File: config.mk
export PLATFORM = sky130hd
export DESIGN_NAME = fit_allocator_with_coalescing
export DESIGN_NICKNAME = d
export VERILOG_FILES = /design/src/sv/fac_pkg.sv /design/src/sv/fit_allocator_with_coalescing.sv /design/src/sv/fac_ram.sv
export SDC_FILE = /design/constraint.sdc
export NUM_CORES = 2
export LEC_CHECK = 0
export BUFFER_PORTS_ARGS = -buffer_cell sky130_fd_sc_hd__buf_2
export CORE_MARGIN = 2
export CORE_UTILIZATION = 61
export DETAILED_ROUTE_END_ITERATION = 7
export PLACE_DENSITY = 0.78
export SLEW_MARGIN = 20
export SYNTH_ARGS = -nofsm -noshare
export SYNTH_HDL_FRONTEND = slang
export SYNTH_SLANG_ARGS = --single-unit
File: constraint.sdc
create_clock -name clk_i -period 17.41 [get_ports clk_i]
set_input_delay 3.482 -clock clk_i [delete_from_list [all_inputs] [get_ports clk_i]]
set_output_delay 3.482 -clock clk_i [all_outputs]
set_load 0.005 [all_outputs]
File: src/sv/fac_pkg.sv
package fac_pkg;

  localparam int unsigned MAX_SEGMENTS_DEF = 32;
  localparam logic [16:0] POOL_LIMIT = 17'd65536;
  localparam int unsigned CFG_IDX_W = 2;

  localparam logic [1:0] OP_FIRST = 2'd0;
  localparam logic [1:0] OP_BEST  = 2'd1;
  localparam logic [1:0] OP_WORST = 2'd2;
  localparam logic [1:0] OP_FREE  = 2'd3;

  localparam logic [2:0] ST_OK      = 3'd0;
  localparam logic [2:0] ST_NOFIT   = 3'd1;
  localparam logic [2:0] ST_BADADDR = 3'd2;
  localparam logic [2:0] ST_FULL    = 3'd3;
  localparam logic [2:0] ST_ZERO    = 3'd4;

  localparam logic [CFG_IDX_W-1:0] CFG_POOL_BASE = 2'd0;
  localparam logic [CFG_IDX_W-1:0] CFG_POOL_SIZE = 2'd1;

  typedef struct packed {
    logic [1:0]  opcode;
    logic [16:0] request_bytes;
    logic [31:0] release_address;
  } fac_req_t;

  typedef struct packed {
    logic [2:0]  status;
    logic [31:0] granted_address;
    logic [16:0] bytes_in_use;
    logic [16:0] bytes_remaining;
    logic [5:0]  free_segments;
    logic [31:0] grant_count;
  } fac_rsp_t;

  typedef struct packed {
    logic [15:0] off;
    logic [16:0] len;
    logic        fr;
  } fac_seg_t;

endpackage

File: src/sv/fit_allocator_with_coalescing.sv
// A request is taken in S_IDLE, S_SCAN reads the segment table entry by entry, S_DECIDE
// picks the result and S_DONE loads it into the output register, waiting while out_stall_i
// holds a previous result. When the table changes (a split, an exact fit or a free merge),
// S_SHIFT first moves the entries behind the change and S_WR then makes one or two table writes.
// One request is in work at a time; the next is taken in S_IDLE, after the result is loaded.
// Reset and any register write rebuild entry 0 in one cycle before the next request.
module fit_allocator_with_coalescing
  import fac_pkg::*;
#(
  parameter int unsigned MAX_SEGMENTS = MAX_SEGMENTS_DEF
) (
  input  logic                 clk_i,
  input  logic                 rst_ni,
  input  logic                 in_valid_i,
  output logic                 in_stall_o,
  input  fac_req_t             in_req_i,
  output logic                 out_valid_o,
  input  logic                 out_stall_i,
  output fac_rsp_t             out_rsp_o,
  input  logic                 cfg_we_i,
  input  logic [CFG_IDX_W-1:0] cfg_idx_i,
  input  logic [31:0]          cfg_data_i
);

  localparam int unsigned IW = $clog2(MAX_SEGMENTS);
  localparam int unsigned CW = $clog2(MAX_SEGMENTS + 1);

  typedef enum logic [2:0] {
    S_INIT, S_IDLE, S_SCAN, S_DECIDE, S_SHIFT, S_WR, S_DONE
  } state_e;

  state_e state_q;

  logic [31:0] base_q;
  logic [16:0] size_q;
  logic [CW-1:0] used_q, free_cnt_q;
  logic [16:0] alloc_q;
  logic [31:0] succ_q;

  fac_req_t req_q;
  logic [CW-1:0] iss_q;
  logic rv_q;
  logic [IW-1:0] ridx_q;
  logic found_q, pfree_q, nfree_q, want_next_q;
  logic [IW-1:0] pick_q;
  logic [16:0] plen_q, prevlen_q, nlen_q;
  logic [15:0] poff_q, prevoff_q;
  fac_seg_t lst_q;

  logic [2:0] st_q;
  logic [31:0] gaddr_q;

  logic sh_up_q, pend_q;
  logic [1:0] sh_k_q;
  logic [IW-1:0] sh_src_q, pend_dst_q;
  logic [CW-1:0] sh_cnt_q;
  logic [IW-1:0] w1_addr_q, w2_addr_q;
  fac_seg_t w1_q, w2_q;
  logic w2v_q, wph_q;

  logic out_valid_q;
  fac_rsp_t out_rsp_q;

  logic ram_we;
  logic [IW-1:0] ram_waddr, ram_raddr;
  fac_seg_t ram_wdata, rd;

  logic cfg_take, out_load;

  fac_ram #(.W($bits(fac_seg_t)), .D(MAX_SEGMENTS)) u_ram (
    .clk_i   (clk_i),
    .we_i    (ram_we),
    .waddr_i (ram_waddr),
    .wdata_i (ram_wdata),
    .raddr_i (ram_raddr),
    .rdata_o (rd)
  );

  logic is_free_op, split, cand, better, hit;
  logic [2:0] st_d;
  logic [16:0] size_d;
  logic [CW-1:0] s_down;

  assign cfg_take = cfg_we_i && ((cfg_idx_i == CFG_POOL_BASE) || (cfg_idx_i == CFG_POOL_SIZE));
  assign out_load = (state_q == S_DONE) && !cfg_take && (!out_valid_q || !out_stall_i);

  always_comb begin
    is_free_op = (req_q.opcode == OP_FREE);
    split = (plen_q > req_q.request_bytes);
    if (is_free_op) begin
      st_d = found_q ? ST_OK : ST_BADADDR;
    end else if (req_q.request_bytes == 17'd0) begin
      st_d = ST_ZERO;
    end else if (!found_q) begin
      st_d = ST_NOFIT;
    end else if (split && (used_q >= CW'(MAX_SEGMENTS))) begin
      st_d = ST_FULL;
    end else begin
      st_d = ST_OK;
    end
    cand = rd.fr && (rd.len >= req_q.request_bytes);
    better = !found_q || ((req_q.opcode == OP_BEST) && (rd.len < plen_q)) ||
             ((req_q.opcode == OP_WORST) && (rd.len > plen_q));
    hit = !found_q && !rd.fr && ((base_q + {16'd0, rd.off}) == req_q.release_address);
    s_down = CW'(pick_q) + CW'(1) + CW'(nfree_q);
    size_d = cfg_data_i[16:0];
    if (size_d == 17'd0) begin
      size_d = 17'd1;
    end else if (size_d > POOL_LIMIT) begin
      size_d = POOL_LIMIT;
    end
  end

  always_comb begin
    ram_we = 1'b0;
    ram_waddr = '0;
    ram_wdata = w1_q;
    ram_raddr = '0;
    case (state_q)
      S_INIT: begin
        ram_we = 1'b1;
        ram_wdata = '{off: 16'd0, len: size_q, fr: 1'b1};
      end
      S_SCAN: begin
        ram_raddr = iss_q[IW-1:0];
      end
      S_SHIFT: begin
        ram_raddr = sh_src_q;
        ram_we = pend_q;
        ram_waddr = pend_dst_q;
        ram_wdata = rd;
      end
      S_WR: begin
        ram_we = 1'b1;
        ram_waddr = wph_q ? w2_addr_q : w1_addr_q;
        ram_wdata = wph_q ? w2_q : w1_q;
      end
      default: ;
    endcase
  end

  always_ff @(posedge clk_i or negedge rst_ni) begin
    if (!rst_ni) begin
      state_q <= S_INIT;
      base_q <= 32'd0;
      size_q <= POOL_LIMIT;
      used_q <= CW'(1);
      free_cnt_q <= CW'(1);
      alloc_q <= 17'd0;
      succ_q <= 32'd0;
      out_valid_q <= 1'b0;
      rv_q <= 1'b0;
      pend_q <= 1'b0;
      wph_q <= 1'b0;
    end else begin
      if (out_load) begin
        out_valid_q <= 1'b1;
      end else if (out_valid_q && !out_stall_i) begin
        out_valid_q <= 1'b0;
      end
      if (cfg_take) begin
        if (cfg_idx_i == CFG_POOL_BASE) begin
          base_q <= cfg_data_i;
        end else begin
          size_q <= size_d;
        end
        used_q <= CW'(1);
        free_cnt_q <= CW'(1);
        alloc_q <= 17'd0;
        succ_q <= 32'd0;
        state_q <= S_INIT;
      end else begin
        case (state_q)
          S_INIT: begin
            state_q <= S_IDLE;
          end
          S_IDLE: begin
            if (in_valid_i) begin
              req_q <= in_req_i;
              iss_q <= '0;
              rv_q <= 1'b0;
              found_q <= 1'b0;
              pfree_q <= 1'b0;
              nfree_q <= 1'b0;
              want_next_q <= 1'b0;
              plen_q <= 17'd0;
              lst_q <= '0;
              state_q <= S_SCAN;
            end
          end
          S_SCAN: begin
            rv_q <= (iss_q < used_q);
            ridx_q <= iss_q[IW-1:0];
            if (iss_q < used_q) begin
              iss_q <= iss_q + CW'(1);
            end
            if (rv_q) begin
              lst_q <= rd;
              if (!is_free_op) begin
                if (cand && better) begin
                  found_q <= 1'b1;
                  pick_q <= ridx_q;
                  plen_q <= rd.len;
                  poff_q <= rd.off;
                end
              end else begin
                if (want_next_q) begin
                  nfree_q <= rd.fr;
                  nlen_q <= rd.len;
                  want_next_q <= 1'b0;
                end
                if (hit) begin
                  found_q <= 1'b1;
                  pick_q <= ridx_q;
                  plen_q <= rd.len;
                  poff_q <= rd.off;
                  pfree_q <= (ridx_q != '0) && lst_q.fr;
                  prevoff_q <= lst_q.off;
                  prevlen_q <= lst_q.len;
                  want_next_q <= 1'b1;
                end
              end
              if (CW'(ridx_q) == used_q - CW'(1)) begin
                state_q <= S_DECIDE;
              end
            end
          end
          S_DECIDE: begin
            st_q <= st_d;
            gaddr_q <= (!is_free_op && (st_d == ST_OK)) ? base_q + {16'd0, poff_q} : 32'd0;
            pend_q <= 1'b0;
            wph_q <= 1'b0;
            if (st_d != ST_OK) begin
              state_q <= S_DONE;
            end else begin
              state_q <= S_SHIFT;
              if (!is_free_op) begin
                alloc_q <= alloc_q + req_q.request_bytes;
                succ_q <= succ_q + 32'd1;
                sh_up_q <= 1'b1;
                sh_k_q <= 2'd1;
                if (split) begin
                  used_q <= used_q + CW'(1);
                  sh_src_q <= IW'(used_q - CW'(1));
                  sh_cnt_q <= used_q - CW'(pick_q) - CW'(1);
                  w1_addr_q <= pick_q + IW'(1);
                  w1_q <= '{off: poff_q + req_q.request_bytes[15:0],
                            len: plen_q - req_q.request_bytes, fr: 1'b1};
                  w2v_q <= 1'b1;
                  w2_addr_q <= pick_q;
                  w2_q <= '{off: poff_q, len: req_q.request_bytes, fr: 1'b0};
                end else begin
                  free_cnt_q <= free_cnt_q - CW'(1);
                  sh_cnt_q <= '0;
                  w1_addr_q <= pick_q;
                  w1_q <= '{off: poff_q, len: plen_q, fr: 1'b0};
                  w2v_q <= 1'b0;
                end
              end else begin
                alloc_q <= (alloc_q >= plen_q) ? alloc_q - plen_q : 17'd0;
                free_cnt_q <= free_cnt_q + CW'(1) - CW'(pfree_q) - CW'(nfree_q);
                used_q <= used_q - CW'(pfree_q) - CW'(nfree_q);
                sh_up_q <= 1'b0;
                sh_k_q <= {1'b0, pfree_q} + {1'b0, nfree_q};
                sh_src_q <= IW'(s_down);
                sh_cnt_q <= used_q - s_down;
                w1_addr_q <= pfree_q ? pick_q - IW'(1) : pick_q;
                w1_q <= '{off: pfree_q ? prevoff_q : poff_q,
                          len: plen_q + (pfree_q ? prevlen_q : 17'd0) +
                               (nfree_q ? nlen_q : 17'd0),
                          fr: 1'b1};
                w2v_q <= 1'b0;
              end
            end
          end
          S_SHIFT: begin
            if (sh_cnt_q != '0) begin
              pend_q <= 1'b1;
              pend_dst_q <= sh_up_q ? sh_src_q + IW'(1) : sh_src_q - IW'(sh_k_q);
              sh_src_q <= sh_up_q ? sh_src_q - IW'(1) : sh_src_q + IW'(1);
              sh_cnt_q <= sh_cnt_q - CW'(1);
            end else begin
              pend_q <= 1'b0;
              state_q <= S_WR;
            end
          end
          S_WR: begin
            if (!wph_q && w2v_q) begin
              wph_q <= 1'b1;
            end else begin
              state_q <= S_DONE;
            end
          end
          S_DONE: begin
            if (out_load) begin
              out_rsp_q.status <= st_q;
              out_rsp_q.granted_address <= gaddr_q;
              out_rsp_q.bytes_in_use <= alloc_q;
              out_rsp_q.bytes_remaining <= (size_q >= alloc_q) ? size_q - alloc_q : 17'd0;
              out_rsp_q.free_segments <= 6'(free_cnt_q);
              out_rsp_q.grant_count <= succ_q;
              state_q <= S_IDLE;
            end
          end
          default: state_q <= S_INIT;
        endcase
      end
    end
  end

  assign in_stall_o = (state_q != S_IDLE);
  assign out_valid_o = out_valid_q;
  assign out_rsp_o = out_rsp_q;

endmodule

File: src/sv/fac_ram.sv
module fac_ram #(
  parameter int unsigned W = 8,
  parameter int unsigned D = 32
) (
  input  logic                 clk_i,
  input  logic                 we_i,
  input  logic [$clog2(D)-1:0] waddr_i,
  input  logic [W-1:0]         wdata_i,
  input  logic [$clog2(D)-1:0] raddr_i,
  output logic [W-1:0]         rdata_o
);

  logic [W-1:0] mem [D];
  logic [W-1:0] rdata_q;

  always_ff @(posedge clk_i) begin
    if (we_i) begin
      mem[waddr_i] <= wdata_i;
    end
    rdata_q <= mem[raddr_i];
  end

  assign rdata_o = rdata_q;

endmodule

==> impl_metrics.yaml <==
clock_network:
  hold_buffers: 0
  cts_setup_buffers: 0
  cts_num_sinks: 1666
  clock_path_buffers: 3
  root_buffer: "clkbuf_16"
  ctsResizeCount: 0
  cts_inserted_buffers: 163
  h-tree-depth: 4
  cts_tree: "yes"
  path_clk_slew_ns: 0.06
  insertion_delay_ns: 0.80
cells_and_area:
  syn_to_final_growth_pct: 11.7
  final_cell_mix: "1515 x edfxtp_1, 487 x nand2_1, 272 x mux4_2"
  final_nets: 5361
  layout_commonest_cell: "edfxtp_1"
  final_cells: 6775
  drive_gt1_frac: 0.178
  nFillCells: 7403
die:
  fp.coreArea_sq_mm: 0.118
  die_x_microns: 350
  die_h_microns: 350
  die-area_sq_mm: 0.123
  io_pins: 199
  start_util: 0.617
  row_count: 126
power_and_ir_drop:
  p_leak_nw: 28.7
  power_density_mw_per_mm2: 155
  peakVddDrop_uv: 116
worst_setup_path:
  cp_cell_sequence: "inv_1, or3_1, buf_2"
  required_ns: 13.93
  crit_path_start_kind: "register"
  crit_slowest_cell: "dfrtp_1"
  worstPathArrival_ns: 2.32
  critPathCaptureType: "output port"
  path_max_fanout: 14
  worstSetupPathType: "reg2out"
  critPathMaxStageDelay_ns: 0.78
global_routing:
  grt_start_max_net_pins: 137
  grt-ovfl-total: 0
  grt_pass1_wl_microns: 289000
  grt_antenna_before_repair: 5
  grt_pass1_vias: 44600
  grt_use_total: 0.324
sta:
  tightest_slew_ns: 1.13
  drv_slew: 0
  fmax_mhz: 172
  hold_viol_final: 0
  tns_ns: 0
  relSlewSlack: 0.243
  timing.final.ws_setup_ns: 11.61
  min_period_ns: 5.80
  skew_ns: 0.0447
  post-route-period-util: 0.333
  rsz0062_at_grt: "false"
  setup_violations: 0
place:
  dp_hpwl_microns: 113000
  io_buffers: 198
  gp_congestion: 0.940
  pre_cts_ws_ns: 11.03
  dp.cells: 6470
routing:
  viasPerCell: 6.64
  postRouteAntennaNets: 0
  vias: 45000
  drt-total-wl_microns: 196000
  wl_per_cell_microns: 29.0
  route.detailed.drc: 0
  drtIter0Drc: 6219
  dr.pass1.iters: 8
synth:
  syn-num-nets: 5134
  async_flop_share: 0.0702
  yosysWarnings: 0
  syn_area_sq_mm: 0.0731
  synth_top_area_frac: 0.623
  synth_ff_type: "edfxtp_1"
  yosysTopAreaCell: "edfxtp_1"
  synth-edff-count: 1515
  ys_types: 100
  ys_ff_latch: 1666
  syn_avg_cell_area_sq_um: 15.2
  yosysSeqAreaShare: 0.672
  synth_cells: 4808
  synth.area.top_cells: "edfxtp_1 62%, mux4_2 8.4%, dfrtp_1 3.9%"
run_status:
  run_status: "finished, final reports clean"
worst_hold_path:
  hold_path_class: "reg2reg"
job:
  cap_viol_max_count: 0
## registers in the layout, summed over array words and instances, names as in the netlist, 32 cells and up
| name | cells |
|---|---|
| base_q | 32 |
| gaddr_q | 32 |
| out_rsp_o | 107 |
| w1_q | 34 |
| succ_q | 32 |
| req_q | 51 |
| lst_q | 34 |
| u_ram.mem | 1088 |
| w2_q | 33 |
| u_ram.rdata_o | 34 |
## per-stage QoR
step / util / cell area (sq um) / total power, W / hold WS, ns
CTS: 0.689 / 81600 / 0.0126 / 0.416
global placement: 0.643 / 76100 / 0.00889 / 0.400
floorplan: - / 73100 / 0.00784 / 0.400
detailed placement: 0.643 / 76200 / 0.00901 / 0.405
global route: 0.689 / 81600 / 0.0131 / 0.426
finish: 0.690 / 81600 / 0.0126 / 0.417
## where the power goes
group | internal [W] | switching (W) | total (W) | leakage [nW]
Sequential | 0.00518 | 0.000308 | 0.00549 | 15.6
Clock | 0.00205 | 0.00152 | 0.00358 | 2.62
Combinational | 0.00125 | 0.00234 | 0.00359 | 10.5
Total | 0.00848 | 0.00416 | 0.0126 | 28.7
## logic make-up (layout without fill, tap and decap cells)
logic type	Yosys count	count (layout)	synth area share
other	0	3	0
AND/OR/NAND/NOR	1343	1343	0.0861
buffers and inverters	372	736	0.0201
AO/OA/AOI/OAI	654	654	0.0612
adder cells (fa/ha/maj)	237	237	0.0435
flip-flops	1666	1666	0.672
multiplexers	321	321	0.0912
XOR/XNOR	215	215	0.0258
## Yosys cell counts (28+ instances only)
cell / number
xor2_1: 108
xnor2_1: 107
dfrtp_1: 114
nor2_1: 239
a211oi_1: 48
a31oi_1: 28
buf_2: 41
nand2_1: 496
and3_1: 68
nand3_1: 238
inv_1: 155
a21o_1: 50
nand4_1: 45
and2_1: 48
dfxtp_1: 34
a222oi_1: 34
o21ai_0: 135
ha_1: 207
nor3_1: 66
a21oi_1: 145
mux4_2: 272
mux2_2: 33
edfxtp_1: 1515
clkbuf_1: 145
fa_1: 29
## final timing paths
check | endpoint | slack, ns | cells after the start | start
max | in_stall_o | 11.61 | 3 | state_q[0]
min | out_rsp_o[96] | 0.42 | 0 | gaddr_q[24]
max reg2reg | u_ram.rdata_o[19] | 12.22 | 12 | state_q[1]
min reg2reg | out_rsp_o[96] | 0.42 | 0 | gaddr_q[24]
max in group asynchronous | base_q[24] | 13.15 | 3 | rst_ni
min in group asynchronous | alloc_q[13] | 2.89 | 2 | rst_ni
## layer usage
metal | track usage | vias to the layer above | wire length (microns)
met2 | 0.514 | 3008 | 93300
met4 | 0.162 | 6 | 10400
li1 | - | 19000 | -
met3 | 0.0638 | 578 | 21900
met5 | 0 | - | 30
met1 | 0.432 | 22400 | 70600
## worst max-delay path: cells and delay by family (launching register included)
kind | cells | cell delay (ns)
buffers and inverters | 2 | 0.32
DFF | 1 | 0.78
and+or+nand+nor | 1 | 0.44
## cell type report
class | count | area, sq um | share of cell area
multi-input cells | 2770 | 22900 | 0.281
repair buffers | 277 | 1600 | 0.0196
clock buffers | 236 | 4590 | 0.0562
inverters | 157 | 589 | 0.00722
flip-flops and latches | 1666 | 49100 | 0.601
diodes | 3 | 7.51 | 0.0000920
well taps | 1600 | 2000 | 0.0245
clock inverters | 66 | 840 | 0.0103
Note: power is estimated with default switching activity, not from simulation.
